==> config.mk <==
export PLATFORM = sky130hd
export DESIGN_NAME = match_countdown_timer_control_top
export DESIGN_NICKNAME = d
export VERILOG_FILES = /design/src/sv/mct_pkg.sv /design/src/sv/match_countdown_timer_control_top.sv
export VERILOG_INCLUDE_DIRS = /design/src /design/src/sv
export SDC_FILE = /design/constraint.sdc
export NUM_CORES = 1
export LEC_CHECK = 0
export BUFFER_PORTS_ARGS = -buffer_cell sky130_fd_sc_hd__buf_4
export CAP_MARGIN = 25
export CORE_ASPECT_RATIO = 1.1
export CORE_MARGIN = 2
export CORE_UTILIZATION = 45
export CTS_CLUSTER_SIZE = 12
export DETAILED_ROUTE_END_ITERATION = 10
export PLACE_DENSITY = 0.69
export RECOVER_POWER = 25
export SYNTH_ARGS = -nofsm -noshare
export SYNTH_HDL_FRONTEND = slang
export SYNTH_SLANG_ARGS = --single-unit
==> constraint.sdc <==
create_clock -name clock -period 13.75 [get_ports clock]
set_input_delay 1.375 -clock clock [delete_from_list [all_inputs] [get_ports clock]]
set_output_delay 1.375 -clock clock [all_outputs]
set_load 0.02 [all_outputs]
==> src/sv/match_countdown_timer_control_top_macros.svh <==
// Assertion macros for the match countdown timer control block.
// Included by modules that check their own logic; no other dependencies.
`ifndef MATCH_COUNTDOWN_TIMER_CONTROL_TOP_MACROS_SVH
`define MATCH_COUNTDOWN_TIMER_CONTROL_TOP_MACROS_SVH

// Checked at every rising clock edge, skipped while reset is high.
`define MCT_ASSERT(label, prop, msg) \
   label: assert property (@(posedge clock) disable iff (reset) (prop)) else $error(msg);

// Checked at every rising clock edge, reset included.
`define MCT_ASSERT_ALWAYS(label, prop, msg) \
   label: assert property (@(posedge clock) (prop)) else $error(msg);

`endif

==> src/sv/mct_pkg.sv <==
// Shared types and constants for the match countdown timer control block.
// No dependencies.
`default_nettype none

package mct_pkg;

   localparam int unsigned TIME_W   = 32;
   localparam int unsigned COUNT_W  = 8;
   localparam int unsigned CSR_IDX_W = 8;

   localparam logic [TIME_W-1:0] ONE_SECOND_MS = 32'd1000;
   localparam logic [TIME_W-1:0] SUB15_MS      = 32'd15000;
   localparam logic [TIME_W-1:0] ADD30_MS      = 32'd30000;
   localparam logic [TIME_W-1:0] ADD60_MS      = 32'd60000;

   localparam logic [TIME_W-1:0]  MATCH_TIME_RESET = 32'd120000;
   localparam logic [COUNT_W-1:0] COUNTDOWN_RESET  = 8'd5;

   localparam logic [CSR_IDX_W-1:0] REG_MATCH_TIME = 8'd0;
   localparam logic [CSR_IDX_W-1:0] REG_COUNTDOWN  = 8'd1;

   typedef enum logic [1:0] {
      MODE_PAUSED = 2'd0,
      MODE_COUNT  = 2'd1,
      MODE_RUN    = 2'd2
   } mode_type;

   typedef enum logic [1:0] {
      LED_NONE  = 2'd0,
      LED_WRITE = 2'd1,
      LED_CLEAR = 2'd2
   } led_action_type;

   // first field in the highest bits, last field in the lowest bits
   typedef struct packed {
      logic              pad;
      logic              sub15_press;
      logic              add60_press;
      logic              add30_press;
      logic              pause_press;
      logic              resume_press;
      logic              remote_start;
      logic              start_press;
      logic [TIME_W-1:0] now_ms;
   } req_data_type;

   typedef struct packed {
      logic [3:0]         pad;
      logic [COUNT_W-1:0] led_value;
      led_action_type     led_action;
      logic [TIME_W-1:0]  display_ms;
      mode_type           mode;
   } rsp_data_type;

endpackage

`default_nettype wire

==> src/sv/match_countdown_timer_control_top.sv <==
// Top level of the match countdown timer control block: mode logic, state and result register.
// Depends on mct_pkg and match_countdown_timer_control_top_macros.svh.
//
// Usage:
//   req_* carries one control tick per transfer: a millisecond timestamp and
//   one-shot button flags. rsp_* returns exactly one result per tick: mode,
//   display time and the LED action. csr_* writes the match time (index 0,
//   also reloads the target) and the LED countdown start (index 1, also
//   reloads the count); csr_ready is always high. The user must make writes
//   only while idle; the block does not enforce this. The result of a tick is
//   registered onto rsp_* in the cycle after its transfer. One tick per cycle
//   while the receiver takes results; the whole update is one combinational
//   pass from the state registers into the result register.
//   When the receiver stalls, the result register holds and req_tready drops
//   until the result is taken; req_tready stays high while rsp_tready is high.
//   Reset: mode paused, target = 120000 ms, count = 5, timestamps zero, no
//   result pending.
`default_nettype none
`include "match_countdown_timer_control_top_macros.svh"

module match_countdown_timer_control_top
   import mct_pkg::*;
(
   input  wire logic                 clock,
   input  wire logic                 reset,
   // tdata: now_ms[31:0], start_press[32], remote_start[33], resume_press[34],
   //        pause_press[35], add30_press[36], add60_press[37], sub15_press[38], zero[39]
   input  wire logic                 req_tvalid,
   output logic                      req_tready,
   input  wire logic [39:0]          req_tdata,
   // tdata: mode[1:0], display_ms[33:2], led_action[35:34], led_value[43:36], zero[47:44]
   output logic                      rsp_tvalid,
   input  wire logic                 rsp_tready,
   output logic [47:0]               rsp_tdata,
   input  wire logic                 csr_valid,
   output logic                      csr_ready,
   input  wire logic [CSR_IDX_W-1:0] csr_index,
   input  wire logic [TIME_W-1:0]    csr_data
);

   req_data_type req;
   logic         req_accept;
   logic         csr_write;
   logic         start;

   mode_type           mode_ff, mode_in;
   logic [TIME_W-1:0]  target_ff, target_in;
   logic [TIME_W-1:0]  run_start_ff, run_start_in;
   logic [TIME_W-1:0]  interval_ff, interval_in;
   logic [COUNT_W-1:0] count_ff, count_in;
   logic [COUNT_W-1:0] count_start_ff;

   logic                rsp_valid_ff;
   rsp_data_type        rsp_ff, rsp_in;

   logic [TIME_W-1:0] run_elapsed;
   logic [TIME_W-1:0] since_tick;
   logic [TIME_W-1:0] adjust;
   logic [TIME_W-1:0] target_adj;

   assign req        = req_data_type'(req_tdata);
   assign req_tready = !rsp_valid_ff || rsp_tready;
   assign req_accept = req_tvalid && req_tready;
   assign csr_ready  = 1'b1;
   assign csr_write  = csr_valid;
   assign start      = req.start_press || req.remote_start;

   assign rsp_tvalid = rsp_valid_ff;
   assign rsp_tdata  = rsp_ff;

   // net target change from the adjust buttons, mod 2^32
   always_comb begin
      adjust = '0;
      if (req.add30_press) adjust = adjust + ADD30_MS;
      if (req.add60_press) adjust = adjust + ADD60_MS;
      if (req.sub15_press) adjust = adjust - SUB15_MS;
   end

   always_comb begin
      mode_in      = mode_ff;
      target_in    = target_ff;
      run_start_in = run_start_ff;
      interval_in  = interval_ff;
      count_in     = count_ff;
      rsp_in       = '0;
      rsp_in.led_action = LED_NONE;

      unique case (mode_ff)
         MODE_PAUSED: begin
            if (start) begin
               mode_in     = MODE_COUNT;
               interval_in = req.now_ms;
            end else if (req.resume_press) begin
               mode_in      = MODE_RUN;
               run_start_in = req.now_ms;
            end
         end
         MODE_COUNT: begin
            if (req.pause_press) begin
               mode_in           = MODE_PAUSED;
               rsp_in.led_action = LED_CLEAR;
               count_in          = count_start_ff;
            end else if (count_ff == '0) begin
               mode_in      = MODE_RUN;
               run_start_in = req.now_ms;
            end
         end
         default: begin
            // running; an unused code behaves the same
            if (req.pause_press) begin
               mode_in   = MODE_PAUSED;
               target_in = target_ff - (req.now_ms - run_start_ff);
            end
         end
      endcase

      since_tick = req.now_ms - interval_in;
      if (mode_in == MODE_COUNT) begin
         if (since_tick >= ONE_SECOND_MS) begin
            count_in    = count_in - COUNT_W'(1);
            interval_in = req.now_ms;
         end
         rsp_in.led_action = LED_WRITE;
         rsp_in.led_value  = count_in;
      end

      target_adj  = target_in + adjust;
      target_in   = target_adj;
      run_elapsed = req.now_ms - run_start_in;
      rsp_in.mode = mode_in;
      rsp_in.display_ms = (mode_in == MODE_RUN) ? target_adj - run_elapsed : target_adj;
   end

   always_ff @(posedge clock) begin
      if (reset) begin
         mode_ff        <= MODE_PAUSED;
         target_ff      <= MATCH_TIME_RESET;
         run_start_ff   <= '0;
         interval_ff    <= '0;
         count_ff       <= COUNTDOWN_RESET;
         count_start_ff <= COUNTDOWN_RESET;
         rsp_valid_ff   <= 1'b0;
      end else begin
         if (req_accept) begin
            mode_ff      <= mode_in;
            target_ff    <= target_in;
            run_start_ff <= run_start_in;
            interval_ff  <= interval_in;
            count_ff     <= count_in;
         end
         // register writes must be made by the user only while idle; the block does not enforce this
         if (csr_write && csr_index == REG_MATCH_TIME) begin
            target_ff <= csr_data;
         end
         if (csr_write && csr_index == REG_COUNTDOWN) begin
            count_start_ff <= csr_data[COUNT_W-1:0];
            count_ff       <= csr_data[COUNT_W-1:0];
         end
         if (req_accept) begin
            rsp_valid_ff <= 1'b1;
         end else if (rsp_tready) begin
            rsp_valid_ff <= 1'b0;
         end
      end
   end

   always_ff @(posedge clock) begin
      if (req_accept) begin
         rsp_ff <= rsp_in;
      end
   end

   `MCT_ASSERT_ALWAYS(a_reset_paused, reset |=> (mode_ff == MODE_PAUSED && !rsp_valid_ff), "reset must leave block paused and empty")
   `MCT_ASSERT(a_mode_only_on_transfer, !req_accept |=> $stable(mode_ff), "mode changed without an input transfer")
   `MCT_ASSERT(a_rsp_mode_matches, rsp_valid_ff |-> (rsp_ff.mode == mode_ff), "result mode differs from state")
   `MCT_ASSERT(a_led_write_in_count, rsp_valid_ff |-> ((rsp_ff.led_action == LED_WRITE) == (rsp_ff.mode == MODE_COUNT)), "LED write without countdown mode")
   `MCT_ASSERT(a_led_value_idle, (rsp_valid_ff && rsp_ff.led_action != LED_WRITE) |-> (rsp_ff.led_value == '0), "LED value set without write")

endmodule

`default_nettype wire
## After elaboration in Yosys (flattened, before gate mapping)

Index checks and enable logic that the tools add are counted.

| word-level totals | value |
|---|---|
| output and inout port bits | 51 |
| input port bits | 85 |
| logic and storage cells | 74 |
| flip-flop bits (word level) | 159 |

| cells by class | value |
|---|---|
| $add $sub $neg | 9 |
| reductions and logical operators | 14 |
| multiplexer cells | 33 |
| bitwise gates (word level) | 1 |
| equal/unequal tests | 4 |
| $lt $le $gt $ge | 1 |

Operator list:

| kind | count |
|---|---|
| $mux 32 | 15 |
| $sub 32x32->32 | 5 |
| $pmux 32 s2 | 1 |
| $mux 8 | 6 |
| $add 32x16->32 const B | 1 |
| $add 32x32->32 | 1 |
| $ge 32x10->1 const B | 1 |
| $sub 32x14->32 const B | 1 |
| $logic_not 8->1 | 2 |
| $mux 15 | 1 |
| $mux 2 | 6 |
| $eq 8x1->1 const B | 1 |
| $sub 8x1->8 const B | 1 |
| $reduce_bool 2->1 | 3 |
| $eq 2x1->1 const B | 2 |
| $pmux 2 s2 | 1 |
| $reduce_or 2->1 | 2 |
| $logic_and 1x1->1 | 3 |
| $mux 1 | 3 |
| $eq 2x2->1 const B | 1 |
| $logic_not 2->1 | 1 |
| $logic_or 1x1->1 | 2 |
| $logic_not 1->1 | 1 |
| $not 1->1 | 1 |

## Logic depth before layout (Yosys ltp)

Gate-level depths: netlist of the first run.

| logic depth | value |
|---|---|
| depth in word-level cells | 9 |
| mapped depth | 40 |

## Worst setup path after synthesis of the first run

No wires, ideal clock.

| timing | value |
|---|---|
| kind | in2reg |
| start | in req_tdata[1] |
| end | reg rsp_ff (netlist bit rsp_tdata[26]), data pin |
| slack | 5.319 ns |
| arrival | 8.172 ns |
| data required time | 13.490 ns |
| stages on the path | 35 |
| setup time | 0.260 ns |
| path buffers | 0 |
| cells stage by stage | fa_1 > inv_1 > fa_1 > a21o_1 > a21oi_1 > o21bai_1 > a2111oi_2 > nor2_1 > a21oi_1 > o21bai_1 > xor2_1 > mux2_2 > ha_1 > a21oi_1 > nor2_1 > a21oi_1 > o31ai_1 > o21ai_0 > nand2b_1 > a21o_1 > a21oi_1 > xnor2_1 > fa_1 > ha_1 > a21o_1 > a211oi_1 > o31a_1 > a21oi_1 > o31a_1 > o21ai_0 > nand2b_1 > a21o_1 > a21oi_1 > xnor2_1 > mux2_2 |

RTL lines:

| element | RTL line | RTL |
|---|---|---|
| start: declaration | match_countdown_timer_control_top.sv:30 | `input wire logic [39:0] req_tdata,` |
| end signal: assignment | match_countdown_timer_control_top.sv:169 | `rsp_ff <= rsp_in;` |
| end: declaration | match_countdown_timer_control_top.sv:54 | `rsp_data_type rsp_ff, rsp_in;` |

==> results of run 1 <==
-- area by class of cell --
| type | instances | area, sq um | area share, % |
|---|---|---|---|
| Multi-Input combinational cell | 1544 | 10900 | 63.0 |
| Sequential cell | 159 | 3620 | 21.0 |
| Timing Repair Buffer | 138 | 872 | 5.05 |
| Inverter | 204 | 767 | 4.44 |
| Tap cell | 438 | 548 | 3.17 |
| Clock buffer | 17 | 425 | 2.46 |
| Clock inverter | 15 | 161 | 0.934 |
-- state kept, by name (all words and copies together), names as in the netlist --
register	count
mode_ff	2
interval_ff	32
target_ff	32
rsp_tdata	44
count_ff	8
rsp_tvalid	1
count_start_ff	8
run_start_ff	32
-- stage by stage --
| step | instance area (sq um) | utilization, % | hold WS, ns | total power (uW) |
|---|---|---|---|---|
| after floorplan | 15700 | - | 0.436 | 1710 |
| after global placement | 16900 | 49.1 | 0.446 | 2070 |
| after detailed placement | 16900 | 49.2 | 0.449 | 2100 |
| after CTS | 17500 | 50.9 | 0.459 | 2590 |
| after global routing | 17300 | 50.4 | 0.483 | 2780 |
| final | 17300 | 50.4 | 0.458 | 2600 |
-- worst max path at each step --
stage | start | to | slack [ns] | cells after the start
finish | req_tdata[1] | rsp_tdata[32] | 4.19 | 36
CTS | req_tdata[1] | rsp_tdata[32] | 4.41 | 37
detailed placement | req_tdata[1] | rsp_tdata[32] | 3.95 | 37
floorplan | req_tdata[1] | rsp_tdata[26] | 5.32 | 35
global placement | req_tdata[1] | rsp_tdata[32] | 4.04 | 37
global route | req_tdata[1] | rsp_tdata[32] | 3.72 | 36
-- routing by layer --
metal	GRT usage [%]	wire (um)	share of wire, %	vias to the layer above
met2	41.3	20900	45	528
met4	10.5	1530	3.3	0
met5	0	0	0	-
met1	34.1	21200	46	6875
met3	3.45	2880	6.2	91
li1	-	-	-	7079
-- worst max-delay path: cells and delay by family --
family | cells | cell delay [ns]
xor gates and xnor gates | 1 | 0.21
AOI/OAI and AO/OA | 18 | 3.78
muxes | 1 | 0.20
adders and majority gates | 5 | 2.33
and+or+nand+nor | 9 | 1.58
buffers and inverters | 2 | 0.24
-- cell usage after synthesis, types with 5 or more instances --
master	count	area, sq um
o21a_1	16	120
or3_1	8	50.1
a311oi_1	16	140
mux2_2	5	56.3
inv_1	202	758
nor4_1	6	37.5
o31a_1	5	43.8
nand2_1	210	788
clkbuf_1	74	278
o21ai_0	140	701
xor2_1	42	368
a21o_1	58	435
nand2b_1	17	106
nor2b_1	16	100
o21bai_1	16	120
a21oi_1	163	816
o211ai_1	20	150
o22ai_1	10	62.6
edfxtp_1	44	1320
nor3_1	32	160
a31oi_1	10	62.6
buf_4	5	37.5
and2_1	9	56.3
nand3_1	34	170
a211oi_1	47	353
nand4_1	18	113
ha_1	131	1640
xnor2_1	61	534
dfxtp_1	115	2300
mux2i_1	59	591
nor2_1	210	788
a21boi_0	8	60.1
and3_1	15	93.8
nand3b_1	5	37.5
o31ai_1	10	75.1
fa_1	64	1280
nor3b_1	6	45.0
-- layout by cell type, fill, tap and decap left out, types with 59 or more instances in the layout --
| cell | n |
|---|---|
| nand2_1 | 209 |
| mux2i_1 | 59 |
| a21oi_1 | 163 |
| xnor2_1 | 61 |
| o21ai_0 | 140 |
| inv_1 | 202 |
| dfxtp_1 | 115 |
| fa_1 | 64 |
| buf_4 | 86 |
| ha_1 | 131 |
| nor2_1 | 209 |
-- cell families after synthesis --
family | after synthesis | synth area share [%]
adders and majority gates | 195 | 18.6
other | 2 | 0.0479
xor gates and xnor gates | 104 | 5.89
buffers and inverters | 294 | 7.66
muxes | 66 | 4.29
DFF | 159 | 23.1
AOI/OAI and AO/OA | 563 | 22.7
and+or+nand+nor | 611 | 17.7
-- power groups by stage --
| stage | logic (uW) | registers [uW] | clock network [uW] |
|---|---|---|---|
| global placement | 1490 | 588 | 0 |
| finish | 1530 | 578 | 487 |
| CTS | 1520 | 579 | 492 |
| global route | 1680 | 584 | 513 |
| detailed placement | 1510 | 589 | 0 |
| floorplan | 1100 | 612 | 0 |
==> metrics, run 1 <==
sequential area share after synthesis=23.1%; VDD IR-drop max=105 uV; HP Class=reg2reg; setup TNS=0 ns; pin count of the biggest net entering global routing=78; initial antenna violation count=0; Inserted Clock Buffers=17; CTS tree=yes; CP required=13.92 ns; power per cell area=150 nW/um^2; Final Cycle Share=69.5%; Comb pwr share=59.0%; first-pass GRT wire length=73,000 um; worst hold endpoint=count_start_ff[1]; Non-Filler Instances=2,515; hold path startpoint=count_start_ff[1]; Clock Pin Slew Worst Setup and Hold Paths=0.06 ns; vias post-DR=14.6k; WS Path Type=in2reg; placed cell count=2,483; post-route ant nets=0; R2R setup slack=4.83 ns; diodes inserted=0; failing checks=max-capacitance violations, max-slew violations; reg2reg path depth=36; final hold viol count=0; GPL Wtd Cong=0.959; Chip Width=182 um; vias in the first global route=13.9k; proportion of layout cells with a drive suffix above 1=7.56%; final setup vio count=0; Max FO, Critical Path=6; Slew headroom=-107%; drt pass-1 iters=5; number of remaining DRC errors=0; Mapped Avg Cell Area=7.87 sq um; Syn-to-layout area delta=10.2%; CTS max path bufs=2; Max Cap Viol=3; ys flop type=dfxtp_1; Async S/R FF share, synth=0%; Seq cells post-synth=159; highest cell delay on the worst timing path=0.65 ns; DR vias/cell=5.79; clk sink count=159; worst-margin pin slew=3.10 ns; clock group share of total power=18.8%; Filler cells=3,364; dpl hpwl=36,100 um; sw frac=45.3%; IO Pins=136; RSZ-0062 raised after global routing=no; fmax=0.105 GHz; reg2reg start=target_ff[1]; Die Ht=200 um; setup ws final=4.19 ns; critical path arrival=9.73 ns; gr ovfl total=0; Initial Util=45.8%; worst slack, placed=3.95 ns; core area=34,300 sq um; die area=36,400 sq um; run status=complete, but fails checks; CTS Hold Bufs=0; H-tree level count=4; drt first-iter violations=1,104; net switching power figure=1180 uW; WHS Path Cells=2; Post-synth EDFFs=44; Rows=71; wire per inst=18.5 um; Setup Skew=0.00961 ns; Synth cell types=86; Pins Over Slew Limit=153; GRT Total Usage=25.4%; Pint=1420 uW; Sequential Power Share=22.3%; crit path time final=9.56 ns; clk_lat worst skew=0.46 ns; Critical Path End Type=register; Mapped Cells=1,994; crit start category=input pin; CP max-delay cell=a2111oi_2; fin nets=2,344; Mapped Area=15,700 sq um; worst r2r dst=rsp_tdata[32]; Syn. warnings=0; routed wire length=46,400 um; leak pwr=0.00793 uW; clock root cell=clkbuf_16; Port Buffer Count=129; postcts setup bufs=0; CTS resizes=0
Note: power is estimated with default switching activity, not from simulation.
==> inputs of run 2 (changes only) <==
==> constraint.sdc (replaced) <==
create_clock -name clock -period 8.8 [get_ports clock]
set_input_delay 0.88 -clock clock [delete_from_list [all_inputs] [get_ports clock]]
set_output_delay 0.88 -clock clock [all_outputs]
set_load 0.02 [all_outputs]
==> run 2 against run 1 <==
The run still ends with max-capacitance violations, max-slew violations left. Register-to-register slack got worse by 4.3 ns. Critical path type unchanged. Highest routed layer unchanged. Critical path depth increased by 3. Die area unchanged. Largest cell class unchanged. Combinational power increased by 65%. Routed wire length increased by 2.6%.
==> metrics, run 2 (synthesis gave the netlist of run 1 again) <==
gr ovfl total=0 (unchanged); highest cell delay on the worst timing path=0.52 ns (-0.13 ns); hold slack=0.465 ns (+0.00641 ns); Slew headroom=-3.99% (+100 points); Worst path most repeated cell=a21oi_1; dpl hpwl=37,600 um (+3.9%); Port Buffer Count=129 (unchanged); clk_lat worst skew=0.47 ns (about the same); final setup vio count=0 (unchanged); Final Cycle Share=95.3%; wire per inst=18.5 um (+0.35%); crit path time final=8.39 ns; clk sink count=159 (unchanged); proportion of layout cells with a drive suffix above 1=10.3% (+2.7 points); clock root cell=clkbuf_16; Rows=71 (unchanged); first-pass GRT wire length=74,400 um (+2.0%); GPL Wtd Cong=0.990 (+3.2%); Setup Skew=0.0166 ns (+0.00695 ns); Die Ht=200 um (unchanged); placed cell count=2,539 (+2.3%); Critical Path End Type=register; reg2reg path depth=39 (+8.3%); fin nets=2,400 (+2.4%); CTS max path bufs=2 (unchanged); WHS Path Cells=2 (unchanged); CTS tree=yes; power per cell area=238 nW/um^2 (+59%); drt first-iter violations=1,107 (+0.27%); failing checks=max-capacitance violations, max-slew violations; pin count of the biggest net entering global routing=69 (-12%); commonest non-fill, non-tap cells in the layout=nand2_1 (209), nor2_1 (209), inv_1 (202); CTS Hold Bufs=0 (unchanged); CP Launch Point=req_tdata[1]; critical path arrival=8.56 ns (-1.17 ns); postcts setup bufs=0 (unchanged); hold path startpoint=count_start_ff[4]; vias post-DR=14.7k (+1.0%); vias in the first global route=13.9k (-0.093%); leak pwr=0.00823 uW (+3.8%); final hold viol count=0 (unchanged); CTS resizes=0 (unchanged); GRT Total Usage=26.3% (+0.92 points); drt pass-1 iters=5 (unchanged); Syn-to-layout area delta=13.3%; number of remaining DRC errors=0 (unchanged); post-layout util=51.8% (+1.4 points); initial antenna violation count=0 (unchanged); VDD IR-drop max=153 uV (+46%); Inserted Clock Buffers=17 (unchanged); routed wire length=47,600 um (+2.6%); Chip Width=182 um (unchanged); Max Cap Viol=1 (-2); CP max-delay cell=fa_1; worst-margin pin slew=1.56 ns (-1.55 ns); Initial Util=45.8% (unchanged); die area=36,400 sq um (unchanged); Pins Over Slew Limit=42 (-73%); run status=complete, but fails checks; core area=34,300 sq um (unchanged); CP required=8.97 ns (-4.95 ns); reg2reg start=target_ff[1]; DR vias/cell=5.73 (-1.2%); Filler cells=3,332 (-0.95%); H-tree level count=4 (unchanged); crit start category=input pin; HP Class=reg2reg; Max FO, Critical Path=4 (-2); IO Pins=136 (unchanged); fmax=0.119 GHz; post-route ant nets=0 (unchanged); WS Path Type=in2reg; RSZ-0062 raised after global routing=no; total power=4230 uW (+63%); Clock Pin Slew Worst Setup and Hold Paths=0.06 ns (about the same); Non-Filler Instances=2,571 (+2.2%); max FFs per register=44 (unchanged); diodes inserted=0 (unchanged); setup TNS=0 ns (unchanged)
run 2: changes by cell type in the layout (fill, tap and decap cells not counted), sizes merged:
cell | before | now
inv | 208 | 203
buf | 88 | 147
clkinv | 5 | 4
bufinv | 2 | 4
clkbuf | 67 | 68
run 2: critical path: cells and delay by family:
kind	cells	cell delay (ns)
AO/OA/AOI/OAI	19	3.56
XOR/XNOR	2	0.35
adder cells (fa/ha/maj)	5	2.09
buffers and inverters	4	0.54
multiplexers	2	0.43
AND/OR/NAND/NOR	7	0.72
run 2: power breakdown:
group	switching [uW]	total [uW]	leakage [uW]	internal (uW)
clock	323	796	0.000287	473
sequential	46.8	906	0.00138	859
combinational	1460	2530	0.00656	1070
total	1830	4230	0.00823	2400
run 2: layout make-up:
type	instances	area, sq um	area share, %
Multi-Input combinational cell	1544	10900	61.4
Sequential cell	159	3620	20.4
Timing Repair Buffer	194	1310	7.38
Inverter	204	767	4.32
Tap cell	438	548	3.08
Clock buffer	21	440	2.48
Clock inverter	11	166	0.937
run 2: per-stage QoR:
stage | setup WS (ns) | area (sq um)
floorplan | 0.864 | 15700
global placement | 0.0449 | 17300
detailed placement | -0.143 | 17300
CTS | 0.321 | 17900
global route | 0.0477 | 17800
finish | 0.414 | 17800
run 2: per-layer routing:
metal	up-vias	GRT usage (%)	part of all wire, %
met5	-	0	0
met4	0	10.1	3.1
met3	75	3.77	7.0
met2	498	41.7	44
met1	6956	36.4	46
li1	7190	-	-
run 2: final timing paths:
path                            end  slack [ns]
setup reg to reg      rsp_tdata[32]        0.56
hold / removal    count_start_ff[4]        0.46
setup / recovery      rsp_tdata[32]        0.41
hold reg to reg   count_start_ff[4]        0.46
==> inputs of run 3 (changes only) <==
--- a/config.mk
+++ b/config.mk
@@ -8,13 +8,17 @@
 export LEC_CHECK = 0
 export BUFFER_PORTS_ARGS = -buffer_cell sky130_fd_sc_hd__buf_4
 export CAP_MARGIN = 25
+export CELL_PAD_IN_SITES_DETAIL_PLACEMENT = 1
+export CELL_PAD_IN_SITES_GLOBAL_PLACEMENT = 1
 export CORE_ASPECT_RATIO = 1.1
 export CORE_MARGIN = 2
 export CORE_UTILIZATION = 45
 export CTS_CLUSTER_SIZE = 12
 export DETAILED_ROUTE_END_ITERATION = 10
-export PLACE_DENSITY = 0.69
+export MAX_ROUTING_LAYER = met4
+export PLACE_DENSITY = 0.86
 export RECOVER_POWER = 25
+export SKIP_CTS_REPAIR_TIMING = 1
 export SYNTH_ARGS = -nofsm -noshare
 export SYNTH_HDL_FRONTEND = slang
 export SYNTH_SLANG_ARGS = --single-unit
==> run 3 against run 2 <==
The flow still finishes with violations (max-capacitance violations, max-slew violations). Die area stayed put. Sequential power is 0.4% lower. Sequential share of layout area is 0.17 points higher. Non-clock buffer count is 19 lower. Cell count is 0.74% lower. Via count is 3.6% higher. Combinational power hardly changed. Clock power is 2% lower. Routed wire length is 16% higher.
==> metrics, run 3 (synthesis gave the netlist of run 1 again) <==
run status=complete, but fails checks; failing checks=max-capacitance violations, max-slew violations; initial antenna violation count=0 (unchanged); die area=36,400 sq um (unchanged); Slew headroom=-82.0% (-78 points); wire per inst=21.7 um (+17%); worst-margin pin slew=2.73 ns (+1.17 ns); Chip Width=182 um (unchanged); Setup Skew=0.0188 ns (+0.00225 ns); highest cell delay on the worst timing path=0.53 ns (about the same); vias in the first global route=16.5k (+18%); critical path arrival=8.59 ns (+0.03 ns); gr ovfl total=0 (unchanged); HP Class=reg2reg; WS Path Type=in2reg; Final Cycle Share=95.2% (-0.13 points); Rows=71 (unchanged); routed wire length=55,400 um (+16%); clk sink count=159 (unchanged); worst r2r dst=rsp_tdata[33]; commonest non-fill, non-tap cells in the layout=nand2_1 (209), nor2_1 (208), inv_1 (202); GPL Wtd Cong=0.954 (-3.6%); GRT Total Usage=31.5% (+5.2 points); leak pwr=0.00814 uW (-1.0%); clk_lat worst skew=0.48 ns (about the same); WHS Path Cells=2 (unchanged); drt pass-1 iters=5 (unchanged); crit start category=input pin; vias post-DR=15.2k (+3.6%); Pins Over Slew Limit=93 (+120%); number of remaining DRC errors=0 (unchanged); proportion of layout cells with a drive suffix above 1=9.70% (-0.57 points); final setup vio count=0 (unchanged); R2R setup slack=0.55 ns (about the same); max FFs per register=44 (unchanged); most common cell after layout, fill and taps aside=nand2_1; clock root cell=clkbuf_16; Clock Pin Slew Worst Setup and Hold Paths=0.07 ns (about the same); H-tree level count=4 (unchanged); hold path startpoint=count_start_ff[3]; post-layout util=51.4% (-0.43 points); post-route ant nets=0 (unchanged); drt first-iter violations=780 (-30%); worst hold endpoint=count_start_ff[3]; CP required=9.01 ns (+0.04 ns); Inserted Clock Buffers=17 (unchanged); reg2reg path depth=35 (-10%); DR vias/cell=5.97 (+4.3%); diodes inserted=0 (unchanged); Port Buffer Count=129 (unchanged); fin nets=2,381 (-0.79%); hold slack=0.461 ns (-0.00384 ns); CP max-delay cell=fa_1; Non-Filler Instances=2,552 (-0.74%); power per cell area=240 nW/um^2 (+0.91%); crit path time final=8.37 ns (-0.0117 ns); pin count of the biggest net entering global routing=62 (-10%); Critical Path End Type=register; VDD IR-drop max=156 uV (+2.1%); Max FO, Critical Path=5 (+1); placed cell count=2,520 (-0.75%); Initial Util=45.8% (unchanged); Worst Path Buf+Inv=4 (unchanged); Max Cap Viol=2 (+1); core area=34,300 sq um (unchanged); fmax=0.119 GHz (+0.14%); CTS max path bufs=2 (unchanged); dpl hpwl=42,100 um (+12%); reg2reg start=target_ff[1]; CTS tree=yes; Die Ht=200 um (unchanged); cell family with most CP delay=compound AO/OA/AOI/OAI gates; RSZ-0062 raised after global routing=no; IO Pins=136 (unchanged); first-pass GRT wire length=86,400 um (+16%); Syn-to-layout area delta=12.3%; final hold viol count=0 (unchanged); Worst path most repeated cell=o21ai_0
run 3: per-stage QoR:
| step | instance area (sq um) | worst slack [ns] | TNS [ns] | total power, uW |
|---|---|---|---|---|
| after global placement | 17100 | 0.0180 | 0 | 3290 |
| final | 17600 | 0.426 | 0 | 4240 |
| after detailed placement | 17200 | -0.234 | -0.773 | 3430 |
| after global routing | 17600 | 0.0626 | 0 | 4530 |
| after CTS | 17800 | 0.146 | 0 | 4240 |
| after floorplan | 15700 | 0.864 | 0 | 2680 |
run 3: worst max-delay path by stage:
stage | slack (ns) | to | start | depth (start not counted)
floorplan | 0.86 | rsp_tdata[26] | req_tdata[1] | 35
finish | 0.43 | rsp_tdata[33] | req_tdata[1] | 35
global placement | 0.02 | rsp_tdata[33] | req_tdata[1] | 34
global route | 0.06 | rsp_tdata[32] | req_tdata[1] | 37
detailed placement | -0.23 | rsp_tdata[33] | req_tdata[1] | 34
CTS | 0.15 | rsp_tdata[33] | req_tdata[1] | 37
run 3: report_power, final:
group	switching (uW)	internal (uW)	total [uW]
registers	43.4	858	902
clock network	397	382	779
logic	1520	1030	2560
run 3: tightest hold or removal path, cell delays in order, from the launching register on:
cell and delay (ns):
dfxtp_1 0.31, nand2_1 0.05, a21oi_1 0.05
run 3: layout make-up:
type / count / area, sq um
clock buffers: 17 / 425
repair buffers: 175 / 1170
flip-flops and latches: 159 / 3620
well taps: 438 / 548
multi-input cells: 1544 / 10900
inverters: 204 / 767
clock inverters: 15 / 161
fillers: 4285 / 16700
run 3: routing by layer:
layer,global-route usage [%],vias to the layer above,routed length (um)
met3,4.19,152,2160
met5,-,-,0
met2,56.8,384,28100
li1,-,7144,-
met1,33.4,7563,22000
met4,17.9,0,3090
